`src/hw/rtl/wfba_pkg.sv`:
```
// ----------------------------------------------------------------------------
// wfba_pkg
// Shared types and constants for the worst-fit block allocator.
// ----------------------------------------------------------------------------
package wfba_pkg;

    localparam int NUM_BLOCKS = 16;
    localparam int IDX_W      = $clog2(NUM_BLOCKS);
    localparam int CNT_W      = $clog2(NUM_BLOCKS + 1);
    localparam int SIZE_W     = 16;
    localparam int TOTAL_W    = 20;
    localparam int CFG_W      = 5;

    typedef enum logic
    {
        CMD_LOAD  = 1'b0,
        CMD_ALLOC = 1'b1
    } cmd_t;

    typedef enum logic [2:0]
    {
        ST_IDLE,
        ST_LD_RD,
        ST_LD_WR,
        ST_SCAN,
        ST_SCAN_END,
        ST_WRITE,
        ST_DONE
    } state_t;

    typedef struct packed
    {
        logic              we;
        logic [IDX_W-1:0]  waddr;
        logic [SIZE_W-1:0] wdata;
        logic              re;
        logic [IDX_W-1:0]  raddr;
    } mem_req_t;

    typedef struct packed
    {
        logic               granted;
        logic [IDX_W-1:0]   chosen;
        logic [TOTAL_W-1:0] total;
    } result_t;

endpackage

```
`src/hw/rtl/wfba_mem.sv`:
```
// ----------------------------------------------------------------------------
// wfba_mem
// Free-size store: one write and one registered read port, per-entry valid
// bits so that entries never written read as zero after reset.
// ----------------------------------------------------------------------------
module wfba_mem
(
    input  logic                          clk,
    input  logic                          rst_n,
    input  wfba_pkg::mem_req_t            req,
    output logic [wfba_pkg::SIZE_W-1:0]   rd_data
);

    logic [wfba_pkg::SIZE_W-1:0]     mem_arr [wfba_pkg::NUM_BLOCKS];
    logic [wfba_pkg::NUM_BLOCKS-1:0] valid_reg;
    logic [wfba_pkg::SIZE_W-1:0]     rd_word_reg;
    logic                            rd_ok_reg;

    always_ff @(posedge clk)
    begin
        if (req.we)
        begin
            mem_arr[req.waddr] <= req.wdata;
        end
        if (req.re)
        begin
            rd_word_reg <= mem_arr[req.raddr];
        end
    end

    always_ff @(posedge clk or negedge rst_n)
    begin
        if (!rst_n)
        begin
            valid_reg <= '0;
            rd_ok_reg <= 1'b0;
        end
        else
        begin
            if (req.we)
            begin
                valid_reg[req.waddr] <= 1'b1;
            end
            if (req.re)
            begin
                rd_ok_reg <= valid_reg[req.raddr];
            end
        end
    end

    // unwritten entries read as zero through their cleared valid bit
    assign rd_data = rd_ok_reg ? rd_word_reg : '0;

endmodule

```
`src/hw/rtl/wfba_ctrl.sv`:
```
// ----------------------------------------------------------------------------
// wfba_ctrl
// Sequencer: load read-modify-write, worst-fit scan over the store, write-back
// of the reduced size and upkeep of the running free total.
// ----------------------------------------------------------------------------
module wfba_ctrl
(
    input  logic                          clk,
    input  logic                          rst_n,
    input  logic                          in_valid,
    output logic                          in_ready,
    input  wfba_pkg::cmd_t                in_cmd,
    input  logic [wfba_pkg::IDX_W-1:0]    in_index,
    input  logic [wfba_pkg::SIZE_W-1:0]   in_amount,
    input  logic [wfba_pkg::CFG_W-1:0]    block_count,
    output wfba_pkg::mem_req_t            mem_req,
    input  logic [wfba_pkg::SIZE_W-1:0]   rd_data,
    output logic                          res_valid,
    input  logic                          res_ready,
    output wfba_pkg::result_t             res
);

    wfba_pkg::state_t state_reg, state_next;

    logic [wfba_pkg::IDX_W-1:0]   idx_reg, idx_next;
    logic [wfba_pkg::SIZE_W-1:0]  amt_reg, amt_next;
    logic [wfba_pkg::CNT_W-1:0]   n_reg, n_next;
    logic [wfba_pkg::CNT_W-1:0]   cnt_reg, cnt_next;
    logic                         rd_vld_reg, rd_vld_next;
    logic [wfba_pkg::IDX_W-1:0]   rd_idx_reg, rd_idx_next;
    logic                         found_reg, found_next;
    logic [wfba_pkg::IDX_W-1:0]   best_idx_reg, best_idx_next;
    logic [wfba_pkg::SIZE_W-1:0]  best_val_reg, best_val_next;
    logic [wfba_pkg::TOTAL_W-1:0] total_reg, total_next;
    logic                         granted_reg, granted_next;
    logic [wfba_pkg::IDX_W-1:0]   chosen_reg, chosen_next;

    logic                         accept;
    logic [wfba_pkg::CNT_W-1:0]   n_in;

    assign accept = in_valid && in_ready;
    assign n_in   = (wfba_pkg::CNT_W'(block_count) > wfba_pkg::CNT_W'(wfba_pkg::NUM_BLOCKS))
                    ? wfba_pkg::CNT_W'(wfba_pkg::NUM_BLOCKS)
                    : wfba_pkg::CNT_W'(block_count);

    // next state
    always_comb
    begin
        state_next = state_reg;
        unique case (state_reg)
            wfba_pkg::ST_IDLE:
            begin
                if (accept)
                begin
                    if (in_cmd == wfba_pkg::CMD_LOAD)
                        state_next = wfba_pkg::ST_LD_RD;
                    else if (n_in == '0)
                        state_next = wfba_pkg::ST_WRITE;
                    else
                        state_next = wfba_pkg::ST_SCAN;
                end
            end
            wfba_pkg::ST_LD_RD:    state_next = wfba_pkg::ST_LD_WR;
            wfba_pkg::ST_LD_WR:    state_next = wfba_pkg::ST_DONE;
            wfba_pkg::ST_SCAN:
            begin
                if (cnt_reg == n_reg - wfba_pkg::CNT_W'(1))
                    state_next = wfba_pkg::ST_SCAN_END;
            end
            wfba_pkg::ST_SCAN_END: state_next = wfba_pkg::ST_WRITE;
            wfba_pkg::ST_WRITE:    state_next = wfba_pkg::ST_DONE;
            wfba_pkg::ST_DONE:
            begin
                if (res_ready)
                    state_next = wfba_pkg::ST_IDLE;
            end
            default:               state_next = wfba_pkg::ST_IDLE;
        endcase
    end

    // outputs
    always_comb
    begin
        in_ready  = 1'b0;
        res_valid = 1'b0;
        mem_req   = '0;
        unique case (state_reg)
            wfba_pkg::ST_IDLE:     in_ready = 1'b1;
            wfba_pkg::ST_LD_RD:
            begin
                mem_req.re    = 1'b1;
                mem_req.raddr = idx_reg;
            end
            wfba_pkg::ST_LD_WR:
            begin
                mem_req.we    = 1'b1;
                mem_req.waddr = idx_reg;
                mem_req.wdata = amt_reg;
            end
            wfba_pkg::ST_SCAN:
            begin
                mem_req.re    = 1'b1;
                mem_req.raddr = cnt_reg[wfba_pkg::IDX_W-1:0];
            end
            wfba_pkg::ST_SCAN_END: ;
            wfba_pkg::ST_WRITE:
            begin
                mem_req.we    = found_reg;
                mem_req.waddr = best_idx_reg;
                mem_req.wdata = best_val_reg - amt_reg;
            end
            wfba_pkg::ST_DONE:     res_valid = 1'b1;
            default: ;
        endcase
    end

    // datapath
    always_comb
    begin
        idx_next      = idx_reg;
        amt_next      = amt_reg;
        n_next        = n_reg;
        cnt_next      = cnt_reg;
        rd_vld_next   = 1'b0;
        rd_idx_next   = rd_idx_reg;
        found_next    = found_reg;
        best_idx_next = best_idx_reg;
        best_val_next = best_val_reg;
        total_next    = total_reg;
        granted_next  = granted_reg;
        chosen_next   = chosen_reg;

        if (accept)
        begin
            idx_next   = in_index;
            amt_next   = in_amount;
            n_next     = n_in;
            cnt_next   = '0;
            found_next = 1'b0;
        end

        if (state_reg == wfba_pkg::ST_SCAN)
        begin
            cnt_next    = cnt_reg + wfba_pkg::CNT_W'(1);
            rd_vld_next = 1'b1;
            rd_idx_next = cnt_reg[wfba_pkg::IDX_W-1:0];
        end

        // strictly larger wins, so ties keep the lowest index
        if (rd_vld_reg && (rd_data >= amt_reg) && (!found_reg || (rd_data > best_val_reg)))
        begin
            found_next    = 1'b1;
            best_idx_next = rd_idx_reg;
            best_val_next = rd_data;
        end

        if (state_reg == wfba_pkg::ST_LD_WR)
        begin
            total_next   = total_reg - wfba_pkg::TOTAL_W'(rd_data)
                           + wfba_pkg::TOTAL_W'(amt_reg);
            granted_next = 1'b1;
            chosen_next  = idx_reg;
        end

        if (state_reg == wfba_pkg::ST_WRITE)
        begin
            granted_next = found_reg;
            chosen_next  = found_reg ? best_idx_reg : '0;
            if (found_reg)
                total_next = total_reg - wfba_pkg::TOTAL_W'(amt_reg);
        end
    end

    always_ff @(posedge clk or negedge rst_n)
    begin
        if (!rst_n)
        begin
            state_reg  <= wfba_pkg::ST_IDLE;
            rd_vld_reg <= 1'b0;
            total_reg  <= '0;
        end
        else
        begin
            state_reg  <= state_next;
            rd_vld_reg <= rd_vld_next;
            total_reg  <= total_next;
        end
    end

    always_ff @(posedge clk)
    begin
        idx_reg      <= idx_next;
        amt_reg      <= amt_next;
        n_reg        <= n_next;
        cnt_reg      <= cnt_next;
        rd_idx_reg   <= rd_idx_next;
        found_reg    <= found_next;
        best_idx_reg <= best_idx_next;
        best_val_reg <= best_val_next;
        granted_reg  <= granted_next;
        chosen_reg   <= chosen_next;
    end

    assign res.granted = granted_reg;
    assign res.chosen  = chosen_reg;
    assign res.total   = total_reg;

    a_scan_in_range: assert property (@(posedge clk) disable iff (!rst_n)
        (state_reg == wfba_pkg::ST_SCAN) |-> (cnt_reg < n_reg))
        else $error("scan index past block count");

    a_no_rw_overlap: assert property (@(posedge clk) disable iff (!rst_n)
        mem_req.we |-> !mem_req.re)
        else $error("store read and write in one cycle");

    a_fit_on_write: assert property (@(posedge clk) disable iff (!rst_n)
        (state_reg == wfba_pkg::ST_WRITE && found_reg) |-> (best_val_reg >= amt_reg))
        else $error("chosen block smaller than request");

    a_result_holds: assert property (@(posedge clk) disable iff (!rst_n)
        (res_valid && !res_ready) |=> (res_valid && $stable(res)))
        else $error("result changed while waiting");

endmodule

```
`src/hw/rtl/worst_fit_block_allocator.sv`:
```
// ----------------------------------------------------------------------------
// worst_fit_block_allocator
// Worst-fit allocator over a table of block free sizes with a running total.
//
//  channel   direction  fields (low bit first)
//  s_*       in         tuser: cmd | tdata: block_index[3:0], amount[19:4]
//  m_*       out        tuser: granted | tdata: chosen_block[3:0], total_unused[23:4]
//  cfg_*     in         cfg_wdata: block_count
//
// a load goes from transfer to transfer through read, write and result
// an allocate scans n = min(block_count, 16) entries of the free-size store
// at one entry per cycle through its single read port, then writes back and results;
// with no block in use it skips the scan
// reset clears the store through per-entry valid bits, no clearing pass
// a new item is taken while the previous result waits in the output register
// ----------------------------------------------------------------------------
module worst_fit_block_allocator
(
    input  logic        clk,
    input  logic        rst_n,
    input  logic        s_tvalid,
    output logic        s_tready,
    input  logic [23:0] s_tdata,   // block_index, amount, zero pad
    input  logic        s_tuser,   // cmd
    output logic        m_tvalid,
    input  logic        m_tready,
    output logic [23:0] m_tdata,   // chosen_block, total_unused
    output logic        m_tuser,   // granted
    input  logic        cfg_we,
    input  logic [4:0]  cfg_wdata  // block_count
);

    logic [wfba_pkg::CFG_W-1:0] block_count_reg;
    logic                       m_tvalid_reg;
    logic [23:0]                m_tdata_reg;
    logic                       m_tuser_reg;

    wfba_pkg::mem_req_t          mem_req;
    logic [wfba_pkg::SIZE_W-1:0] rd_data;
    logic                        res_valid;
    logic                        res_ready;
    wfba_pkg::result_t           res;
    wfba_pkg::cmd_t              in_cmd;

    assign in_cmd    = wfba_pkg::cmd_t'(s_tuser);
    assign res_ready = !m_tvalid_reg || m_tready;

    always_ff @(posedge clk or negedge rst_n)
    begin
        if (!rst_n)
        begin
            block_count_reg <= '0;
            m_tvalid_reg    <= 1'b0;
        end
        else
        begin
            if (cfg_we)
                block_count_reg <= cfg_wdata;
            if (res_ready)
                m_tvalid_reg <= res_valid;
        end
    end

    always_ff @(posedge clk)
    begin
        if (res_valid && res_ready)
        begin
            m_tdata_reg <= {res.total, res.chosen};
            m_tuser_reg <= res.granted;
        end
    end

    assign m_tvalid = m_tvalid_reg;
    assign m_tdata  = m_tdata_reg;
    assign m_tuser  = m_tuser_reg;

    wfba_ctrl u_ctrl
    (
        .clk         (clk),
        .rst_n       (rst_n),
        .in_valid    (s_tvalid),
        .in_ready    (s_tready),
        .in_cmd      (in_cmd),
        .in_index    (s_tdata[3:0]),
        .in_amount   (s_tdata[19:4]),
        .block_count (block_count_reg),
        .mem_req     (mem_req),
        .rd_data     (rd_data),
        .res_valid   (res_valid),
        .res_ready   (res_ready),
        .res         (res)
    );

    wfba_mem u_mem
    (
        .clk     (clk),
        .rst_n   (rst_n),
        .req     (mem_req),
        .rd_data (rd_data)
    );

endmodule

```
`config.mk`:
```
export PLATFORM = sky130hd
export DESIGN_NAME = worst_fit_block_allocator
export DESIGN_NICKNAME = d
export VERILOG_FILES = /design/src/hw/rtl/wfba_pkg.sv /design/src/hw/rtl/wfba_mem.sv /design/src/hw/rtl/wfba_ctrl.sv /design/src/hw/rtl/worst_fit_block_allocator.sv
export SDC_FILE = /design/constraint.sdc
export NUM_CORES = 1
export LEC_CHECK = 0
export ABC_AREA = 1
export BUFFER_PORTS_ARGS = -buffer_cell sky130_fd_sc_hd__buf_2
export CAP_MARGIN = 20
export CORE_ASPECT_RATIO = 1.4
export CORE_MARGIN = 4
export CORE_UTILIZATION = 51
export DETAILED_ROUTE_END_ITERATION = 8
export PLACE_DENSITY_LB_ADDON = 0.08
export SETUP_SLACK_MARGIN = 0.1
export SLEW_MARGIN = 20
export SYNTH_ARGS = -nofsm -noshare
export SYNTH_HDL_FRONTEND = slang
export SYNTH_SLANG_ARGS = --single-unit
```
`constraint.sdc`:
```
create_clock -name clk -period 3.45 [get_ports clk]
set_clock_uncertainty 0.05 [all_clocks]
set_input_delay 0.1725 -clock clk [delete_from_list [all_inputs] [get_ports clk]]
set_output_delay 0.1725 -clock clk [all_outputs]
set_load 0.02 [all_outputs]
```
==> load_flow_metrics.sql, run 1 <==
INSERT INTO impl_metrics (metric_group, metric, value, unit) VALUES
('die', 'rows', '87', ''),
('final_layout', 'layout.cells.most_common', 'sky130_fd_sc_hd__nand2_1', ''),
('route', 'number_of_design_rule_violations_left_after_detail_routing', '0', ''),
('placement', 'finalWeightedCongestion', '0.9584', ''),
('global_route', 'antenna_violations_before_repair', '0', ''),
('critical_path', 'slowest_delay', '550', 'ps'),
('final_layout', 'finish.net_count', '2343', ''),
('flow_run', 'maxCapViolCount', '0', ''),
('timing', 'tightestPinTransition', '885.8', 'ps'),
('global_route', 'grt_start_max_net_pins', '83', ''),
('logic_synthesis', 'yosys_synthesis_warning_count', '0', ''),
('final_layout', 'antenna-diode-count', '0', ''),
('timing', 'finalHoldViolations', '0', ''),
('timing', 'grt_setup_unrepaired', 'false', ''),
('cts', 'clk_pin_slew', '60', 'ps'),
('timing', 'post-route-period-util', '87.38', '%'),
('critical_path', 'reg_to_reg_startpoint', 'u_mem.rd_ok_reg', ''),
('cts', 'cts_htree_levels', '2', ''),
('critical_path', 'crit_fanout', '17', ''),
('final_layout', 'final.fill_count', '3465', ''),
('logic_synthesis', 'ys_async_sr_fraction', '11.63', '%'),
('logic_synthesis', 'yosys_register_bits', '404', ''),
('logic_synthesis', 'post_synth_inst_count', '2077', ''),
('placement', 'post_dp_hpwl', '35360', 'um'),
('logic_synthesis', 'synthDominantAreaCellType', 'sky130_fd_sc_hd__edfxtp_1', ''),
('critical_path', 'worst_setup_path_start_kind', 'flop', ''),
('hold_path', 'worstHoldPathType', 'in -> async', ''),
('critical_path', 'crit_path_top_delay_cell', 'sky130_fd_sc_hd__dfrtp_2', ''),
('route', 'route.detailed.wl_per_inst', '18.93', 'um'),
('timing', 'finalMaxSlewViolations', '0', ''),
('global_route', 'globalRoute.totalOverflow', '0', ''),
('final_layout', 'multiInputGateArea', '7221', 'um^2'),
('timing', 'relative_max_transition_margin', '40.95', '%'),
('timing', 'finalHoldWorstSlack', '220.3', 'ps'),
('cts', 'cts.repair_timing.setup_buffer_count', '0', ''),
('critical_path', 'rr_worst_depth', '14', ''),
('final_layout', 'mostFrequentLayoutCells', '389 x sky130_fd_sc_hd__nand2_1, 356 x sky130_fd_sc_hd__edfxtp_1, 326 x sky130_fd_sc_hd__inv_1, 154 x sky130_fd_sc_hd__a21oi_1, 138 x sky130_fd_sc_hd__nand3_1', ''),
('placement', 'place.detailed.instances', '2653', ''),
('critical_path', 'worstSetupPathType', 'reg -> reg', ''),
('global_route', 'first_global_vias', '14800', ''),
('route', 'drt-vias-per-instance', '5.467', ''),
('timing', 'timing.setup.tns', '0', 'ps'),
('route', 'drt_first_iter_violations', '1057', ''),
('route', 'drt_wl_total', '52410', 'um'),
('timing', 'fmaxAchievable', '331.7', 'MHz'),
('timing', 'final.setup.worst_slack', '435.4', 'ps'),
('run_status', 'outcome', 'completed', ''),
('logic_synthesis', 'synthesis.area', '20670', 'um^2'),
('die', 'die_y', '246.2', 'um'),
('placement', 'preCtsSetupSlack', '343.7', 'ps'),
('die', 'die-area', '43860', 'um^2'),
('logic_synthesis', 'post_synth.cell_area_avg', '9.951', 'um^2'),
('cts', 'cts_tree', 'done', ''),
('final_layout', 'number_of_flip_flops_under_the_largest_register_name', '256', ''),
('route', 'detail-route-antenna-nets', '0', ''),
('critical_path', 'rrSetupSlack', '440', 'ps'),
('power_and_ir_drop', 'leakagePower', '9.780', 'nW'),
('route', 'routedLengthMet1', '20680', 'um'),
('power_and_ir_drop', 'totalPowerFinal', '0.02161', 'W'),
('logic_synthesis', 'netlist_top_cells_area', 'sky130_fd_sc_hd__edfxtp_1 52%, sky130_fd_sc_hd__nand2_1 7.1%, sky130_fd_sc_hd__inv_1 5.9%', ''),
('placement', 'numPortBuffers', '57', ''),
('die', 'die_width', '178.1', 'um'),
('logic_synthesis', 'syn_nets', '2218', ''),
('critical_path', 'crit_arrival', '3440', 'ps'),
('route', 'met3_routed_length', '2104', 'um'),
('route', 'wl_met2', '27710', 'um'),
('route', 'maxUsedRoutingLayer', 'met4', ''),
('cts', 'clock_latency', '560', 'ps'),
('critical_path', 'r2r_end', 'u_ctrl.total_reg[15]', ''),
('final_layout', 'final_cell_count_no_fill', '2769', ''),
('global_route', 'wire_length_of_the_first_global_routing_pass', '80910', 'um');
-- synth_stat cells (all sizes together), types with 6 or more instances --
master / instances
nand2: 391
edfxtp: 356
inv: 332
a21oi: 154
o21ai: 151
nand3: 140
nor2: 128
o211ai: 121
ha: 88
dfrtp: 47
buf: 41
clkbuf: 34
fa: 18
o22ai: 15
xor2: 12
nand4: 11
xnor2: 8
a21o: 7
nor3: 6
-- area by class of cell --
| cell class | count | share of cell area (%) |
|---|---|---|
| Sequential cell | 404 | 50.51 |
| Multi-Input combinational cell | 1266 | 30.68 |
| Inverter | 332 | 5.295 |
| Timing Repair Buffer | 157 | 5.040 |
| Clock buffer | 53 | 4.683 |
| Tap cell | 534 | 2.839 |
| Clock inverter | 23 | 0.9569 |
-- metrics by stage --
step	area (um^2)	util, %
4_1_cts	23500	58.50
3_3_place_gp	21770	54.20
3_5_place_dp	21770	54.20
6_report	23540	58.60
2_1_floorplan	20670	-
5_1_grt	23540	58.60
-- worst max-delay path, delay by kind of cell (launching register included) --
kind	cells	cell delay, ps
AO/OA/AOI/OAI	1	160
adder cells (fa/ha/maj)	2	910
buffers and inverters	2	150
flip-flops	1	550
AND/OR/NAND/NOR	9	1110
-- worst max-delay path by stage --
| stage | from | to | cells past startpoint |
|---|---|---|---|
| floorplan | u_mem.rd_ok_reg | u_ctrl.total_reg[16] | 16 |
| global placement | u_mem.rd_ok_reg | u_ctrl.total_reg[16] | 14 |
| detailed placement | u_mem.rd_ok_reg | u_ctrl.total_reg[16] | 14 |
| CTS | u_mem.rd_ok_reg | u_ctrl.total_reg[16] | 14 |
| global route | u_mem.rd_ok_reg | u_ctrl.total_reg[14] | 16 |
| finish | u_mem.rd_ok_reg | u_ctrl.total_reg[15] | 14 |
-- report_power, final --
group	leakage [nW]	internal (W)	total [W]	switching, W
sequential	3.86	0.00660	0.00700	0.000403
clock	0.637	0.00251	0.00441	0.00190
combinational	5.28	0.00333	0.0102	0.00687
-- timing repair --
action / 4_1_cts / 5_1_grt
setup endpoints to repair: 0 / 3
resized for setup: 0 / 1
hold buffers: 40 / 0
endpoints found under the hold margin: 77 / 0
-- cell families after synthesis --
group | count (synthesis) | synth area share [%]
and+or+nand+nor | 683 | 13.70
AOI/OAI and AO/OA | 457 | 12.92
buffers and inverters | 407 | 7.954
DFF | 404 | 57.51
adders and majority gates | 106 | 7.071
xor gates and xnor gates | 20 | 0.8475
-- layer usage --
metal | vias to the layer above | GRT usage, %
li1 | 7382 | -
met1 | 7245 | 28.33
met2 | 397 | 44.38
met3 | 113 | 2.410
met4 | 0 | 8.764
met5 | - | 0
(Power assumes the default switching activity.)
==> run 2, diff against run 1 <==
- clock period: 3.45 -> 3.05 ns (I/O delays scaled with it)
==> run 2 against run 1 <==
  * The flow now finishes with violations (negative hold slack)
  * Combinational power is 28% higher
  * Global-route usage is 0.38 points higher
  * Critical path depth up 1
  * Utilization is 1.6 points higher
  * Power up 20%
  * Sequential share of layout area is 1.3 points lower
  * Sequential power increased by 13%
  * Critical endpoint unchanged
  * Fmax rose by 4.6%
  * Design area up 2.8%
  * Final cell count is 1.4% higher
  * Worst hold slack got worse by 230 ps
  * Non-clock buffer count increased by 37
==> load_flow_metrics.sql, run 2 (synthesis results as in run 1) <==
INSERT INTO impl_metrics (metric_group, metric, value, unit) VALUES
('power_and_ir_drop', 'cellPowerDensity', '1076', 'nW/um^2'),
('power_and_ir_drop', 'leakagePower', '10.04', 'nW'),
('power_and_ir_drop', 'p_sw_share', '42.34', '%'),
('die', 'initial_utilization', '51.46', '%'),
('flow_run', 'maxCapViolCount', '0', ''),
('critical_path', 'crit_fanout', '6', ''),
('final_layout', 'sequential_cell_area', '11890', 'um^2'),
('power_and_ir_drop', 'p_comb_share', '50.2', '%'),
('global_route', 'wire_length_of_the_first_global_routing_pass', '82400', 'um'),
('power_and_ir_drop', 'p_sw', '0.01102', 'W'),
('final_layout', 'final.fill_count', '3356', ''),
('die', 'design.core.area', '40170', 'um^2'),
('final_layout', 'final_cell_count_no_fill', '2807', ''),
('global_route', 'global_route.peak_usage_layer', 'met2', ''),
('critical_path', 'reg_to_reg_startpoint', 'u_mem.rd_ok_reg', ''),
('timing', 'min_period', '2881', 'ps'),
('die', 'die_y', '246.2', 'um'),
('critical_path', 'crit_arrival', '3300', 'ps'),
('cts', 'clk_pin_slew', '60', 'ps'),
('timing', 'post-route-period-util', '94.47', '%'),
('route', 'vias', '15230', ''),
('die', 'die-area', '43860', 'um^2'),
('power_and_ir_drop', 'totalPowerFinal', '0.02602', 'W'),
('route', 'drt-vias-per-instance', '5.427', ''),
('global_route', 'first_global_vias', '15250', ''),
('timing', 'finalHoldViolations', '11', ''),
('cts', 'cts_tree', 'done', ''),
('cts', 'cts_inserted_buffers', '42', ''),
('route', 'number_of_design_rule_violations_left_after_detail_routing', '0', ''),
('placement', 'place.detailed.instances', '2683', ''),
('critical_path', 'worst_ep_required_time', '3470', 'ps'),
('global_route', 'global_routing_met1_resource_utilization', '29.32', '%'),
('cts', 'cts-root-buf', 'sky130_fd_sc_hd__clkbuf_16', ''),
('global_route', 'globalRoute.totalOverflow', '0', ''),
('hold_path', 'worstHoldPathType', 'in -> async', ''),
('timing', 'relative_max_transition_margin', '40.13', '%'),
('placement', 'numPortBuffers', '57', ''),
('critical_path', 'worst_setup_path_start_kind', 'flop', ''),
('cts', 'clk_path_buf_depth', '3', ''),
('timing', 'finalHoldWorstSlack', '-9.201', 'ps'),
('die', 'ios', '62', ''),
('timing', 'finalMaxSlewViolations', '0', ''),
('power_and_ir_drop', 'pwr-share-seq', '30.3', '%'),
('timing', 'report.final.setup_viol', '0', ''),
('final_layout', 'antenna-diode-count', '0', ''),
('critical_path', 'rrSetupSlack', '170', 'ps'),
('global_route', 'globalRouteTotalUtil', '24.24', '%'),
('critical_path', 'worstSetupPathType', 'reg -> reg', ''),
('critical_path', 'rr_worst_depth', '15', ''),
('final_layout', 'layout-area-overhead-vs-synth', '17.02', '%'),
('placement', 'post_dp_hpwl', '36310', 'um'),
('critical_path', 'r2r_end', 'u_ctrl.total_reg[15]', ''),
('cts', 'number_of_clock_sinks', '404', ''),
('global_route', 'global_route.usage.met3', '2.487', '%'),
('power_and_ir_drop', 'max-vdd-ir-drop', '0.0005161', 'V'),
('route', 'drt_first_pass_iters', '5', ''),
('timing', 'grt_setup_unrepaired', 'true', ''),
('power_and_ir_drop', 'share_clk_of_total_power', '19.5', '%'),
('global_route', 'grt_start_max_net_pins', '66', ''),
('route', 'route.detailed.wl_per_inst', '19.13', 'um'),
('route', 'drt_first_iter_violations', '927', ''),
('final_layout', 'final_core_util', '60.21', '%'),
('timing', 'fmaxAchievable', '347.1', 'MHz'),
('final_layout', 'layout_cell_share_with_drive_strength_beyond_1', '12.36', '%'),
('route', 'detail-route-antenna-nets', '0', ''),
('run_status', 'failed_checks', 'negative hold slack', ''),
('cts', 'clock_latency', '550', 'ps'),
('global_route', 'antenna_violations_before_repair', '0', ''),
('placement', 'finalWeightedCongestion', '0.9565', ''),
('timing', 'tightestPinTransition', '898.0', 'ps'),
('final_layout', 'mostFrequentLayoutCells', '380 x sky130_fd_sc_hd__nand2_1, 356 x sky130_fd_sc_hd__edfxtp_1, 325 x sky130_fd_sc_hd__inv_1, 150 x sky130_fd_sc_hd__a21oi_1, 133 x sky130_fd_sc_hd__nand3_1', ''),
('power_and_ir_drop', 'power_report.internal_total', '0.01500', 'W'),
('die', 'die_width', '178.1', 'um'),
('final_layout', 'finish.net_count', '2381', ''),
('run_status', 'outcome', 'finished with violations', ''),
('global_route', 'met2_usage', '44.10', '%'),
('final_layout', 'multiInputGateArea', '7475', 'um^2'),
('die', 'rows', '87', ''),
('cts', 'cts_htree_levels', '2', ''),
('critical_path', 'worstSetupEndpointType', 'flop', ''),
('final_layout', 'layout.cells.most_common', 'sky130_fd_sc_hd__nand2_1', ''),
('route', 'drt_wl_total', '53710', 'um'),
('final_layout', 'number_of_flip_flops_under_the_largest_register_name', '256', '');
-- run 2: area by class of cell --
class                      instances  share of cell area (%)
sequential                       404                   49.16
multi-input combinational       1266                   30.91
timing repair buffer             194                   6.399
inverter                         332                   5.153
clock buffer                      59                   4.827
tap                              534                   2.763
clock inverter                    18                  0.7915
-- run 2: repair_timing --
item | 4_1_cts | 5_1_grt
gates resized for setup | 2 | 49
setup buffers | 0 | 5
gates cloned | 0 | 1
endpoints found under the setup margin | 29 | 27
pin swaps | 0 | 7
hold buffers | 40 | 0
endpoints found under the hold margin | 68 | 0
-- run 2: per-stage QoR --
| stage | setup slack, ps | instance area, um^2 | TNS (ps) |
|---|---|---|---|
| 2_1_floorplan | 333.7 | 20670 | 0 |
| 3_3_place_gp | 14.43 | 22040 | 0 |
| 3_5_place_dp | -25.73 | 22040 | -43.69 |
| 4_1_cts | 94.09 | 23810 | 0 |
| 5_1_grt | 43.38 | 24190 | 0 |
| 6_report | 168.7 | 24190 | 0 |
-- run 2: how the worst max path moves through the flow --
stage               startpoint              endpoint  slack [ps]  cells past startpoint
6_report       u_mem.rd_ok_reg  u_ctrl.total_reg[15]         170                     15
5_1_grt        u_mem.rd_ok_reg  u_ctrl.total_reg[14]          40                     19
4_1_cts        u_mem.rd_ok_reg  u_ctrl.total_reg[15]          90                     14
3_5_place_dp   u_mem.rd_ok_reg  u_ctrl.total_reg[15]         -30                     14
3_3_place_gp   u_mem.rd_ok_reg  u_ctrl.total_reg[15]          10                     14
2_1_floorplan  u_mem.rd_ok_reg  u_ctrl.total_reg[16]         330                     16
-- run 2: routing by layer --
layer | routed length (um) | vias to the layer above
li1 | - | 7447
met4 | 2184 | 0
met3 | 1885 | 123
met1 | 21790 | 7318
met2 | 27840 | 346
met5 | 0 | -
-- run 2: critical path, stage by stage, from the launching register on --
cell                       delay (ps)
sky130_fd_sc_hd__dfrtp_4          520
sky130_fd_sc_hd__buf_4            170
sky130_fd_sc_hd__nand2_1           60
sky130_fd_sc_hd__inv_1             90
sky130_fd_sc_hd__fa_1             540
sky130_fd_sc_hd__inv_1             60
sky130_fd_sc_hd__ha_4             290
sky130_fd_sc_hd__nand2_1           90
sky130_fd_sc_hd__inv_1             80
sky130_fd_sc_hd__nand2_1           70
sky130_fd_sc_hd__buf_4            150
sky130_fd_sc_hd__nor3_2           170
sky130_fd_sc_hd__nand2_2          120
sky130_fd_sc_hd__nand3b_1         110
sky130_fd_sc_hd__nand3_1           80
sky130_fd_sc_hd__a21oi_1          150
-- run 2: power by group through the flow --
stage               sequential, W  combinational [W]  clock [W]
CTS                       0.00791             0.0120    0.00519
floorplan                 0.00793            0.00822          0
global placement          0.00800             0.0116          0
detailed placement        0.00802             0.0118          0
finish                    0.00789             0.0131    0.00508
global route              0.00796             0.0145    0.00540
==> run 3, diff against run 2 <==
- CORE_UTILIZATION: 51 -> 55
==> run 3 against run 2 <==
  * The run now ends clean
  * Global-route usage grew 1.2 points
  * Utilization grew 4.5 points
  * Non-clock buffer count shrank 11
  * Register-to-register slack gained 50 ps
  * Sequential share of layout area grew 0.65 points
  * Via count grew 0.41%
  * Critical path depth grew 2
  * Largest cell class unchanged
==> load_flow_metrics.sql, run 3 (synthesis results as in run 1) <==
INSERT INTO impl_metrics (metric_group, metric, value, unit) VALUES
('run_status', 'outcome', 'completed', ''),
('hold_path', 'worstHoldPathType', 'in -> async', ''),
('route', 'number_of_design_rule_violations_left_after_detail_routing', '0', ''),
('power_and_ir_drop', 'pwr-share-seq', '31.1', '%'),
('timing', 'timing.setup.tns', '0', 'ps'),
('cts', 'clock_latency', '550', 'ps'),
('power_and_ir_drop', 'max-vdd-ir-drop', '0.0005916', 'V'),
('final_layout', 'final.fill_count', '2998', ''),
('final_layout', 'mostFrequentLayoutCells', '384 x sky130_fd_sc_hd__nand2_1, 356 x sky130_fd_sc_hd__edfxtp_1, 326 x sky130_fd_sc_hd__inv_1, 146 x sky130_fd_sc_hd__a21oi_1, 134 x sky130_fd_sc_hd__nand3_1', ''),
('die', 'initial_utilization', '56.06', '%'),
('timing', 'finalHoldViolations', '0', ''),
('flow_run', 'maxCapViolCount', '0', ''),
('route', 'detail-route-antenna-nets', '0', ''),
('final_layout', 'layout_cell_share_with_drive_strength_beyond_1', '12.00', '%'),
('power_and_ir_drop', 'p_comb_share', '49.2', '%'),
('global_route', 'globalRoute.totalOverflow', '0', ''),
('timing', 'min_period', '2830', 'ps'),
('cts', 'cts-root-buf', 'sky130_fd_sc_hd__clkbuf_16', ''),
('power_and_ir_drop', 'power_report.internal_total', '0.01466', 'W'),
('die', 'design.core.area', '36870', 'um^2'),
('timing', 'grt_setup_unrepaired', 'true', ''),
('route', 'drt_first_pass_iters', '5', ''),
('placement', 'postPlaceCellArea', '21980', 'um^2'),
('global_route', 'globalRouteTotalUtil', '25.39', '%'),
('placement', 'post_dp_hpwl', '35540', 'um'),
('final_layout', 'sequential_cell_area', '11890', 'um^2'),
('global_route', 'grt_start_max_net_pins', '66', ''),
('final_layout', 'finish.net_count', '2369', ''),
('cts', 'clk_path_buf_depth', '3', ''),
('die', 'ios', '62', ''),
('critical_path', 'worst_ep_required_time', '3460', 'ps'),
('die', 'die_width', '171.8', 'um'),
('final_layout', 'layout-area-overhead-vs-synth', '15.44', '%'),
('critical_path', 'crit_path_top_delay_cell', 'sky130_fd_sc_hd__fa_1', ''),
('placement', 'finalWeightedCongestion', '0.9469', ''),
('timing', 'tightestPinTransition', '906.4', 'ps'),
('die', 'die-area', '40790', 'um^2'),
('timing', 'fmaxAchievable', '353.3', 'MHz'),
('critical_path', 'crit_fanout', '16', ''),
('route', 'drt_first_iter_violations', '1141', ''),
('timing', 'report.final.setup_viol', '0', ''),
('die', 'die_y', '237.4', 'um'),
('critical_path', 'worstSetupEndpointType', 'flop', ''),
('final_layout', 'antenna-diode-count', '0', ''),
('critical_path', 'library_cell_appearing_most_often_on_the_critical_path', 'sky130_fd_sc_hd__nand2_1', ''),
('final_layout', 'final_cell_count_no_fill', '2726', ''),
('cts', 'clk_pin_slew', '60', 'ps'),
('placement', 'place.detailed.instances', '2612', ''),
('final_layout', 'number_of_flip_flops_under_the_largest_register_name', '256', ''),
('critical_path', 'cell_family_with_most_cp_delay', 'adder cells', ''),
('route', 'drt_wl_total', '51510', 'um'),
('route', 'route.detailed.wl_per_inst', '18.90', 'um'),
('timing', 'post-route-period-util', '92.80', '%'),
('power_and_ir_drop', 'cellPowerDensity', '1063', 'nW/um^2'),
('timing', 'relative_max_transition_margin', '39.58', '%'),
('global_route', 'first_global_vias', '15560', ''),
('global_route', 'antenna_violations_before_repair', '0', ''),
('power_and_ir_drop', 'p_sw', '0.01071', 'W'),
('power_and_ir_drop', 'p_sw_share', '42.23', '%'),
('route', 'drt-vias-per-instance', '5.612', ''),
('critical_path', 'crit_arrival', '3240', 'ps'),
('cts', 'cts_tree', 'done', ''),
('final_layout', 'final_cell_area', '23860', 'um^2'),
('placement', 'numPortBuffers', '57', ''),
('die', 'rows', '83', ''),
('timing', 'finalMaxSlewViolations', '0', ''),
('route', 'vias', '15300', ''),
('cts', 'cts_inserted_buffers', '41', ''),
('critical_path', 'rrSetupSlack', '220', 'ps'),
('critical_path', 'crit_path_cell_trace', 'buf_12 > nand2_1 > inv_1 > fa_1 > inv_1 > ha_1 > nand2_1 > inv_1 > nand2_1 > nand2_1 > nand2_1 > nand2_1 > nand2_1 > nand3_1 > nand2_1 > nand3_1 > a21oi_2', ''),
('power_and_ir_drop', 'leakagePower', '9.939', 'nW'),
('final_layout', 'layout.cells.most_common', 'sky130_fd_sc_hd__nand2_1', ''),
('critical_path', 'worst_setup_path_startpoint', 'u_mem.rd_ok_reg', ''),
('global_route', 'wire_length_of_the_first_global_routing_pass', '81260', 'um'),
('critical_path', 'slowest_delay', '540', 'ps'),
('cts', 'cts_htree_levels', '2', ''),
('critical_path', 'worstSetupPathType', 'reg -> reg', ''),
('final_layout', 'multiInputGateArea', '7345', 'um^2'),
('critical_path', 'worst_setup_path_start_kind', 'flop', ''),
('timing', 'finalHoldWorstSlack', '185.8', 'ps'),
('critical_path', 'reg_to_reg_startpoint', 'u_mem.rd_ok_reg', ''),
('cts', 'number_of_clock_sinks', '404', ''),
('critical_path', 'critical_path.n_buffers_inverters', '4', ''),
('power_and_ir_drop', 'share_clk_of_total_power', '19.7', '%');
==> run 3: power by group through the flow <==
stage | registers [W] | logic (W) | clock network (W)
CTS | 0.00788 | 0.0120 | 0.00510
floorplan | 0.00793 | 0.00822 | 0
finish | 0.00788 | 0.0125 | 0.00501
global placement | 0.00796 | 0.0117 | 0
detailed placement | 0.00799 | 0.0119 | 0
global route | 0.00795 | 0.0141 | 0.00535
==> run 3: layout make-up <==
cell class                 instances  share of cell area [%]
timing repair buffer             183                   6.146
inverter                         332                   5.223
clock inverter                    27                   1.101
multi-input combinational       1266                   30.78
sequential                       404                   49.82
clock buffer                      47                   4.483
tap                              467                   2.449
==> run 3: worst paths after layout <==
path                                                to  cells past startpoint
worst max-delay path              u_ctrl.total_reg[19]                     17
worst min-delay path              u_ctrl.total_reg[14]                      2
worst max register to register    u_ctrl.total_reg[19]                     17
worst min register to register  u_ctrl.best_idx_reg[3]                      0
max in group asynchronous          u_mem.valid_reg[15]                      3
min in group clk                     u_ctrl.idx_reg[3]                      2
==> run 3: repair_timing <==
item                                    in CTS  in global routing
endpoints found under the setup margin       0                 43
endpoints found under the hold margin       59                  0
resized for setup                            0                 35
setup buffers                                0                  1
hold buffers                                39                  0
==> run 3: through the flow <==
stage               util (%)  power [W]  setup WS [ps]
finish                 64.72    0.02537          219.6
global route           64.72    0.02736          40.36
CTS                    64.29    0.02499          126.7
detailed placement     59.62    0.01989          174.5
global placement       59.62    0.01964          205.6
floorplan                  -    0.01616          333.7
==> run 3: metal layers <==
| layer | track usage (%) | vias up | part of all wire, % |
|---|---|---|---|
| met1 | 30.32 | 7364 | 40 |
| met5 | 0 | - | 0 |
| li1 | - | 7427 | - |
| met2 | 46.13 | 373 | 52 |
| met4 | 10.41 | 0 | 4.3 |
| met3 | 3.044 | 133 | 3.7 |
